**src/rtl/core/htfd_pkg.sv**
```systemverilog
// Package of constants, types and the CRC-8 function for the frame decoder.
package htfd_pkg;

  // CRC-8 over the status and data bytes: polynomial 0x31, MSB first.
  localparam logic [7:0] CRC_POLY     = 8'h31;
  localparam logic [7:0] CRC_INIT     = 8'hFF;
  localparam logic [7:0] CRC_MSB      = 8'h80;

  // Frame layout: status byte at position 0, CRC byte at position 6.
  localparam logic [2:0] POS_STATUS   = 3'd0;
  localparam logic [2:0] CRC_BYTE_POS = 3'd6;

  // Field widths of the frame and of the results.
  localparam int RAW_W   = 20;
  localparam int DATA_W  = 40;
  localparam int HUM_W   = 10;
  localparam int TEMP_W  = 12;

  // Scaling constants: tenths of %RH and tenths of degrees C.
  localparam logic [9:0]  HUM_SCALE   = 10'd1000;
  localparam logic [10:0] TEMP_SCALE  = 11'd2000;
  localparam logic [11:0] TEMP_OFFSET = 12'd500;

  typedef logic [RAW_W-1:0]  raw_t;
  typedef logic [DATA_W-1:0] data_t;
  typedef logic [HUM_W-1:0]  hum_t;
  typedef logic [TEMP_W-1:0] temp_t;

  // Scaled readings passed from the scaling unit to the top level.
  typedef struct packed {
    hum_t  humidity;
    temp_t temperature;
  } reading_t;

  // One byte of the CRC-8 register update.
  function automatic logic [7:0] crc8_update(input logic [7:0] crc, input logic [7:0] b);
    logic [7:0] v;
    v = crc ^ b;
    for (int i = 0; i < 8; i++) begin
      if ((v & CRC_MSB) != 8'h00) begin
        v = {v[6:0], 1'b0} ^ CRC_POLY;
      end else begin
        v = {v[6:0], 1'b0};
      end
    end
    return v;
  endfunction

endpackage

```
**src/rtl/core/htfd_scale.sv**
```systemverilog
// Scaling of the raw humidity and temperature fields to tenths.
module htfd_scale import htfd_pkg::*; (
  input  data_t    data_i,
  output reading_t reading_o
);

  raw_t        hum_raw;
  raw_t        temp_raw;
  logic [29:0] hum_prod;
  logic [30:0] temp_prod;
  logic [10:0] temp_scaled;

  // Humidity sits in the upper 20 bits, temperature in the lower 20 bits.
  assign hum_raw  = data_i[DATA_W-1:RAW_W];
  assign temp_raw = data_i[RAW_W-1:0];

  // Multiply by the constant and drop the 20 fraction bits.
  assign hum_prod  = 30'(hum_raw) * 30'(HUM_SCALE);
  assign temp_prod = 31'(temp_raw) * 31'(TEMP_SCALE);

  assign temp_scaled = temp_prod[30:20];

  assign reading_o.humidity    = hum_prod[29:20];
  assign reading_o.temperature = 12'(temp_scaled) - TEMP_OFFSET;

endmodule

```
**src/rtl/core/humidity_temp_frame_decoder_core.sv**
```systemverilog
// Top level of the humidity/temperature sensor frame decoder.
// The block takes the seven-byte sensor frame one byte per transaction (status byte,
// five data bytes, CRC byte) and returns one result transaction per complete frame,
// with the humidity in tenths of %RH, the temperature in tenths of degrees C, the
// status byte and a CRC error flag; on a CRC error the last good readings are
// repeated. A byte with in_tuser high always starts a new frame and drops any partial
// one. Each byte passes an input register, then the CRC update, frame state and
// constant scaling feed the output register, so a byte is accepted every cycle while
// the output side takes its results.
module humidity_temp_frame_decoder_core import htfd_pkg::*; (
  input  logic        clk,
  input  logic        rst_n,
  input  logic        in_tvalid,
  output logic        in_tready,
  input  logic [7:0]  in_tdata,   // [7:0] rx_byte
  input  logic        in_tuser,   // [0] frame_start
  output logic        out_tvalid,
  input  logic        out_tready,
  output logic [31:0] out_tdata,  // [9:0] humidity_tenths, [21:10] temperature_tenths,
                                  // [29:22] status_byte, [31:30] zero
  output logic        out_tuser   // [0] crc_error
);

  // Input register.
  logic       s1_valid_r;
  logic [7:0] s1_byte_r;
  logic       s1_start_r;

  // Frame state.
  logic [2:0] byte_idx_r,  byte_idx_nxt;
  logic [7:0] crc_r,       crc_nxt;
  data_t      data_r,      data_nxt;
  logic [7:0] status_r,    status_nxt;
  hum_t       last_hum_r,  last_hum_nxt;
  temp_t      last_temp_r, last_temp_nxt;

  // Output register.
  logic       out_valid_r;
  hum_t       out_hum_r;
  temp_t      out_temp_r;
  logic [7:0] out_status_r;
  logic       out_err_r;

  logic       out_free;
  logic       s1_fire;
  logic [2:0] pos;
  logic       crc_err;
  logic       frame_done;
  reading_t   reading;

  assign out_free  = !out_valid_r || out_tready;
  assign s1_fire   = s1_valid_r && out_free;
  assign in_tready = !s1_valid_r || out_free;

  // Input register load.
  always_ff @(posedge clk) begin
    if (!rst_n) begin
      s1_valid_r <= 1'b0;
    end else if (in_tready) begin
      s1_valid_r <= in_tvalid;
    end
  end

  always_ff @(posedge clk) begin
    if (in_tready && in_tvalid) begin
      s1_byte_r  <= in_tdata;
      s1_start_r <= in_tuser;
    end
  end

  htfd_scale u_scale (
    .data_i    (data_r),
    .reading_o (reading)
  );

  // Position of this byte: a start flag or an out-of-range index restarts the frame.
  always_comb begin
    if (s1_start_r || byte_idx_r > CRC_BYTE_POS) begin
      pos = POS_STATUS;
    end else begin
      pos = byte_idx_r;
    end
  end

  assign crc_err    = (crc_r != s1_byte_r);
  assign frame_done = (pos == CRC_BYTE_POS);

  // Frame state update for the byte in the input register.
  always_comb begin
    byte_idx_nxt  = byte_idx_r;
    crc_nxt       = crc_r;
    data_nxt      = data_r;
    status_nxt    = status_r;
    last_hum_nxt  = last_hum_r;
    last_temp_nxt = last_temp_r;
    if (s1_fire) begin
      if (pos == POS_STATUS) begin
        status_nxt   = s1_byte_r;
        crc_nxt      = crc8_update(CRC_INIT, s1_byte_r);
        data_nxt     = '0;
        byte_idx_nxt = 3'd1;
      end else if (!frame_done) begin
        crc_nxt      = crc8_update(crc_r, s1_byte_r);
        data_nxt     = {data_r[DATA_W-9:0], s1_byte_r};
        byte_idx_nxt = pos + 3'd1;
      end else begin
        if (!crc_err) begin
          last_hum_nxt  = reading.humidity;
          last_temp_nxt = reading.temperature;
        end
        byte_idx_nxt = POS_STATUS;
        crc_nxt      = CRC_INIT;
      end
    end
  end

  always_ff @(posedge clk) begin
    if (!rst_n) begin
      byte_idx_r  <= POS_STATUS;
      crc_r       <= CRC_INIT;
      data_r      <= '0;
      status_r    <= '0;
      last_hum_r  <= '0;
      last_temp_r <= '0;
    end else begin
      byte_idx_r  <= byte_idx_nxt;
      crc_r       <= crc_nxt;
      data_r      <= data_nxt;
      status_r    <= status_nxt;
      last_hum_r  <= last_hum_nxt;
      last_temp_r <= last_temp_nxt;
    end
  end

  // Output register: a result transaction for each completed frame.
  always_ff @(posedge clk) begin
    if (!rst_n) begin
      out_valid_r <= 1'b0;
    end else if (out_free) begin
      out_valid_r <= s1_fire && frame_done;
    end
  end

  always_ff @(posedge clk) begin
    if (s1_fire && frame_done) begin
      out_hum_r    <= last_hum_nxt;
      out_temp_r   <= last_temp_nxt;
      out_status_r <= status_r;
      out_err_r    <= crc_err;
    end
  end

  assign out_tvalid = out_valid_r;
  assign out_tdata  = {2'b00, out_status_r, out_temp_r, out_hum_r};
  assign out_tuser  = out_err_r;

endmodule

```
**config.mk**
```make
export PLATFORM = sky130hd
export DESIGN_NAME = humidity_temp_frame_decoder_core
export DESIGN_NICKNAME = d
export VERILOG_FILES = /design/src/rtl/core/htfd_pkg.sv /design/src/rtl/core/htfd_scale.sv /design/src/rtl/core/humidity_temp_frame_decoder_core.sv
export SDC_FILE = /design/constraint.sdc
export NUM_CORES = 1
export LEC_CHECK = 0
export BUFFER_PORTS_ARGS = -buffer_cell sky130_fd_sc_hd__buf_2
export CAP_MARGIN = 40
export CORE_MARGIN = 3
export CORE_UTILIZATION = 55
export CTS_BUF_LIST = sky130_fd_sc_hd__clkbuf_8 sky130_fd_sc_hd__clkbuf_16
export DETAILED_ROUTE_END_ITERATION = 10
export GPL_ROUTABILITY_DRIVEN = 0
export HOLD_SLACK_MARGIN = 0.06
export PLACE_DENSITY = 0.74
export SYNTH_ARGS = -nofsm -noshare
export SYNTH_HDL_FRONTEND = slang
export SYNTH_SLANG_ARGS = --single-unit
```
**constraint.sdc**
```tcl
create_clock -name clk -period 7.4 [get_ports clk]
set_input_delay 1.48 -clock clk [delete_from_list [all_inputs] [get_ports clk]]
set_output_delay 1.48 -clock clk [all_outputs]
set_load 0.1 [all_outputs]
```
=== After elaboration in Yosys (flattened, before gate mapping) ===
Index checks and enable logic that the tools add are counted.
Widths: inputs -> output; s select.

* Word-level logic and storage cells: 117
* Input port bits: 13
* Register bits: 123

* Eq/ne operators: 3
* $lt $le $gt $ge: 1
* Multipliers: 2
* Bitwise operators: 18
* Reductions and logical operators: 11
* Muxes and demuxes: 66
* Add/subtract/negate cells: 2

{| class="wikitable"
|+ Operators with widths
! kind !! number
|-
| $mux 8 || 37
|-
| $mux 6 || 16
|-
| $mux 40 || 2
|-
| $mul 20x7->27 const B || 2
|-
| $mux 12 || 4
|-
| $not 3->3 || 16
|-
| $mux 10 || 4
|-
| $sub 11x9->12 const B || 1
|-
| $mux 3 || 3
|-
| $ne 8x8->1 || 1
|-
| $not 8->8 || 1
|-
| $xor 8x8->8 || 1
|-
| $reduce_and 2->1 || 2
|-
| $add 3x1->3 const B || 1
|-
| $eq 3x3->1 const B || 1
|-
| $gt 3x3->1 const B || 1
|-
| $logic_and 1x1->1 || 3
|-
| $logic_not 3->1 || 1
|-
| $logic_or 1x1->1 || 3
|-
| $logic_not 1->1 || 2
|-
| $ne 2x1->1 const B || 1
|}

=== Logic depth before layout (Yosys ltp) ===
* Word-level depth: 41
* Gate-level depth with buffers: 19

=== Modules after synthesis ===
From an unflattened synthesis, not the netlist that was laid out.

* Cells, all modules: 975
* Area total of the unflattened synthesis: 11,056.9 um^2

{| class="wikitable"
|+ By module, submodules not included
! module !! instances !! cells an instance !! area each (um^2)
|-
| htfd_scale || 1 || 578 || 6,155.9
|-
| humidity_temp_frame_decoder_core || 1 || 397 || 4,901.0
|}

=== Worst setup path before layout ===
No wires, ideal clock.

* Kind: flip-flop to flip-flop
* From: reg data_r[10]
* To: reg out_temp_r[10], data pin
* Path buffers: 0
* Stages on the path, launching flop included: 19
* Clock period less this slack: 5,087 ps
* Arrival time: 4,816 ps
* Slack: 2,313 ps
* Cell sequence: dfxtp_1 -> inv_1 -> fa_1 -> fa_1 -> inv_1 -> fa_1 -> inv_1 -> fa_1 -> inv_1 -> ha_1 -> and4_4 -> and2_4 -> a22o_1 -> a2111o_1 -> o31a_1 -> a21oi_2 -> xor2_2 -> xnor2_1 -> a21oi_1

* Longest elaborated chain between the ends: 6

{| class="wikitable"
|+ Ends and longest elaborated chain
! element !! RTL line !! source
|-
| start: declaration || humidity_temp_frame_decoder_core.sv:32 || <nowiki>data_t data_r, data_nxt;</nowiki>
|-
| start signal: assignment || humidity_temp_frame_decoder_core.sv:128 || <nowiki>data_r <= data_nxt;</nowiki>
|-
| $mul 20x7->27 || htfd_scale.sv:19 || <nowiki>assign temp_prod = 31'(temp_raw) * 31'(TEMP_SCALE);</nowiki>
|-
| $sub 11x9->12 || htfd_scale.sv:24 || <nowiki>assign reading_o.temperature = 12'(temp_scaled) - TEMP_OFFSET;</nowiki>
|-
| $mux 12 || humidity_temp_frame_decoder_core.sv:107 || <nowiki>if (!crc_err) begin</nowiki>
|-
| $mux 12 || humidity_temp_frame_decoder_core.sv:102 || <nowiki>end else if (!frame_done) begin</nowiki>
|-
| $mux 12 || humidity_temp_frame_decoder_core.sv:97 || <nowiki>if (pos == POS_STATUS) begin</nowiki>
|-
| $mux 12 || humidity_temp_frame_decoder_core.sv:96 || <nowiki>if (s1_fire) begin</nowiki>
|-
| via last_temp_nxt[10] || humidity_temp_frame_decoder_core.sv:35 || <nowiki>temp_t last_temp_r, last_temp_nxt;</nowiki>
|-
| end signal: assignment || humidity_temp_frame_decoder_core.sv:147 || <nowiki>out_temp_r <= last_temp_nxt;</nowiki>
|-
| end: declaration || humidity_temp_frame_decoder_core.sv:40 || <nowiki>temp_t out_temp_r;</nowiki>
|}

The timed path passes the listed nets, and every way through them passes these cells.
A chain may end at the register's enable or synchronous reset.

=== Worst setup path in the final report ===
Same ends and word-level chain as after synthesis.

==> flow_summary_export.csv <==
group,metric,value,unit
clock_network,htreeDepth,4,
yosys,synth_edf_count,40,
route,wl_met2,11000,um
die,die_area,21200,sq um
finish,fin_cells,1363,
timing,tightest_slew,0.774,ns
clock_network,path_clk_slew,0.06,ns
route,wl,21900,um
place,portBuffers,45,
worst_hold_path,hold_path.class,"reg -> reg",
yosys,yosysUniqueCellTypes,68,
finish,finish.net_count,1359,
finish,postLayoutCoreUtil,62.3,%
worst_hold_path,hold_depth,0,
finish,fillers,1530,
worst_setup_path,slowest_delay,0.54,ns
clock_network,cts.path.max_buffers,2,
worst_setup_path,rrSetupSlack,1.79,ns
worst_setup_path,crit_required,7.55,ns
yosys,ys_warn_count,0,
finish,drive_gt1_share,9.07,%
timing,slew_headroom,48.0,%
global_route,antenna_found_initial,0,
yosys,syn_inst,1058,
timing,fin_crit_sh,75.8,%
clock_network,hold_buffers,0,
die,fp.dieW,146,um
route,via_per_inst,5.49,
route,drtPass1Iterations,5,
timing,rsz0062_at_grt,"false",
route,m1WireLength,9810,um
global_route,grt_start_max_net_pins,46,
timing,clock-skew-final,0.00860,ns
worst_setup_path,critPathLaunchType,"flop",
global_route,grt_pass1_vias,7732,
route,top_layer_used,"met4",
power_and_ir_drop,power_density,143,nW/um^2
clock_network,cts.sinks,123,
route,remaining_drc_errors,0,
worst_setup_path,cp_max_fo,7,
timing,setup_viol,0,
place,place_inst,1331,
power_and_ir_drop,power,1.69,mW
finish,syn_to_final_growth,9.95,%
timing,period_minus_slack,5.61,ns
worst_setup_path,arrival,5.76,ns
status,outcome,"complete, no violations",
yosys,ys_seq_area_share,26.7,%
route,dr_wl_met3,849,um
worst_setup_path,cp_cell_sequence,"inv_1 > fa_1 > fa_1 > inv_1 > fa_1 > inv_1 > fa_1 > inv_1 > ha_1 > a21oi_1 > o21ai_0 > o31ai_1 > o211ai_1 > xnor2_1 > ha_1 > nor2_1 > a31oi_1 > xnor2_1 > a21oi_1",
finish,diodes,0,
worst_setup_path,crit_path_start,"data_r[10]",
worst_setup_path,crit_type,"reg -> reg",
worst_setup_path,reg2reg_depth,19,
worst_setup_path,end_kind,"flop",
timing,hold_viol,0,
yosys,yosys_most_used_dff,"dfxtp_1",
timing,drv_slew,0,
die,top_level_ports,48,
worst_setup_path,crit_path_end,"out_temp_r[10]",
die,core_area,18900,sq um
power_and_ir_drop,p_leak,5.43,nW
place,hpwl,16900,um
global_route,grt_use_total,21.5,%
clock_network,ctsResizeCount,0,
yosys,yosysTopAreaCell,"fa_1",
clock_network,clockRootBuffer,"clkbuf_16",
power_and_ir_drop,ir_drop,0.000203,V
yosys,synth-seq-cells,123,
yosys,syn_area,10700,sq um
worst_setup_path,crit-reg2reg-launch,"data_r[10]",
yosys,synth_area_per_cell,10.1,sq um
job,maxCapViolCount,0,
timing,timing.fmax,178,MHz
clock_network,cts-buffers-inserted,17,
worst_setup_path,slowest_stage,"fa_1",
clock_network,cts_tree,"yes",
route,avgRoutedWirePerCell,16.1,um
die,num_rows,50,
route,via_count,7480,
yosys,synthTopCellsByArea,"fa_1 (26%), dfxtp_1 (16%), ha_1 (14%), edfxtp_1 (11%), inv_1 (4.8%)",
clock_network,post_cts_buffers,0,
die,start_util,56.7,%
yosys,yosys.area.top_type_share,25.8,%
route,drt_first_iter_violations,514,
global_route,grt_remaining_overflow,0,
yosys,ys_async_sr_fraction,0,%
worst_setup_path,r2r_end,"out_temp_r[10]",
clock_network,clock_latency,0.42,ns
route,drtAntennaViolNets,0,
global_route,grt_pass1_wl,37600,um
timing,fin_setup_tns,0,ns
die,die_h,146,um
per-layer routing:
metal / GRT usage [%] / up-vias
met5: 0 / -
met3: 3.92 / 26
met1: 28.7 / 3686
met4: 5.89 / 0
met2: 36.5 / 165
li1: - / 3603
placed cells by master, fill, tap and decap left out, types with 3 or more instances in the layout:
cell        count
a211oi_1        4
xnor2_1        37
nand4_1         7
a31oi_1         4
nor3_1         11
o22ai_1         3
a21o_1          4
nor2b_1         4
nand2b_1        5
o21a_1          7
fa_1          138
buf_4           6
and4_1          3
o2111ai_1       4
nor2_1         34
xor2_1         21
and2_1         22
edfxtp_1       40
clkbuf_16      17
buf_2          46
and3_1          5
clkinvlp_4      3
ha_1          118
o21ai_0        27
nand3_1        51
a221oi_1        4
o31ai_1         3
nand2_1        98
inv_8           3
or3_1           3
o211ai_1        6
a21oi_1        83
inv_1         136
dfxtp_1        83
cell type report:
cell class              instances  area, sq um  area share (%)
clock inverters                15          165            1.40
repair buffers                 53          303            2.57
flip-flops and latches        123         2860            24.3
clock buffers                  17          425            3.61
multi-input cells             758         7180            61.0
inverters                     137          514            4.37
well taps                     260          325            2.76
worst max-delay path: cells and delay by family, from the launching register on:
family | cells | cell delay, ns
AOI/OAI and AO/OA | 6 | 1.33
and+or+nand+nor | 1 | 0.21
buffers and inverters | 4 | 0.34
adders and majority gates | 6 | 2.60
DFF | 1 | 0.43
xor gates and xnor gates | 2 | 0.45
Yosys cell counts, types with 22 or more instances:
cell,number
nand2_1,98
xnor2_1,37
clkbuf_1,35
a21oi_1,83
edfxtp_1,40
fa_1,138
nor2_1,35
ha_1,118
and2_1,22
inv_1,137
nand3_1,51
o21ai_0,27
dfxtp_1,83
flip-flops by register name, summed over array words and instances (netlist names), 10 cells and up:
name         flops
data_r          40
last_temp_r     12
out_temp_r      12
last_hum_r      10
out_hum_r       10
report_power, final:
| group | switching (mW) | leakage [nW] | internal, mW |
|---|---|---|---|
| logic | 0.0797 | 4.10 | 0.0554 |
| registers | 0.0179 | 1.04 | 0.707 |
| clock network | 0.326 | 0.283 | 0.502 |
cell families (layout without fill, tap and decap cells):
logic type               count (synthesis)  count (layout)  synth area share [%]
XOR/XNOR                                59              59                  4.89
flip-flops                             123             123                  26.7
AND/OR/NAND/NOR                        259             259                  11.6
adder cells (fa/ha/maj)                256             256                  39.6
multiplexers                             3               3                 0.304
other                                    1               2                0.0350
buffers and inverters                  178             222                  6.40
AO/OA/AOI/OAI                          179             179                  10.5
how the worst min path moves through the flow:
| stage | from | to | slack, ns |
|---|---|---|---|
| 2_1_floorplan | status_r[0] | out_status_r[0] | 0.41 |
| 3_3_place_gp | status_r[5] | out_status_r[5] | 0.42 |
| 3_5_place_dp | status_r[3] | out_status_r[3] | 0.42 |
| 4_1_cts | status_r[5] | out_status_r[5] | 0.44 |
| 5_1_grt | status_r[5] | out_status_r[5] | 0.45 |
| 6_report | status_r[5] | out_status_r[5] | 0.44 |
through the flow:
stage | instance area, sq um | hold WS, ns | setup WS (ns)
2_1_floorplan | 10700 | 0.408 | 2.31
3_3_place_gp | 11200 | 0.420 | 1.84
3_5_place_dp | 11200 | 0.416 | 1.75
4_1_cts | 11800 | 0.438 | 1.74
5_1_grt | 11800 | 0.450 | 1.34
6_report | 11800 | 0.438 | 1.79
Note: power is estimated with default switching activity, not from simulation.
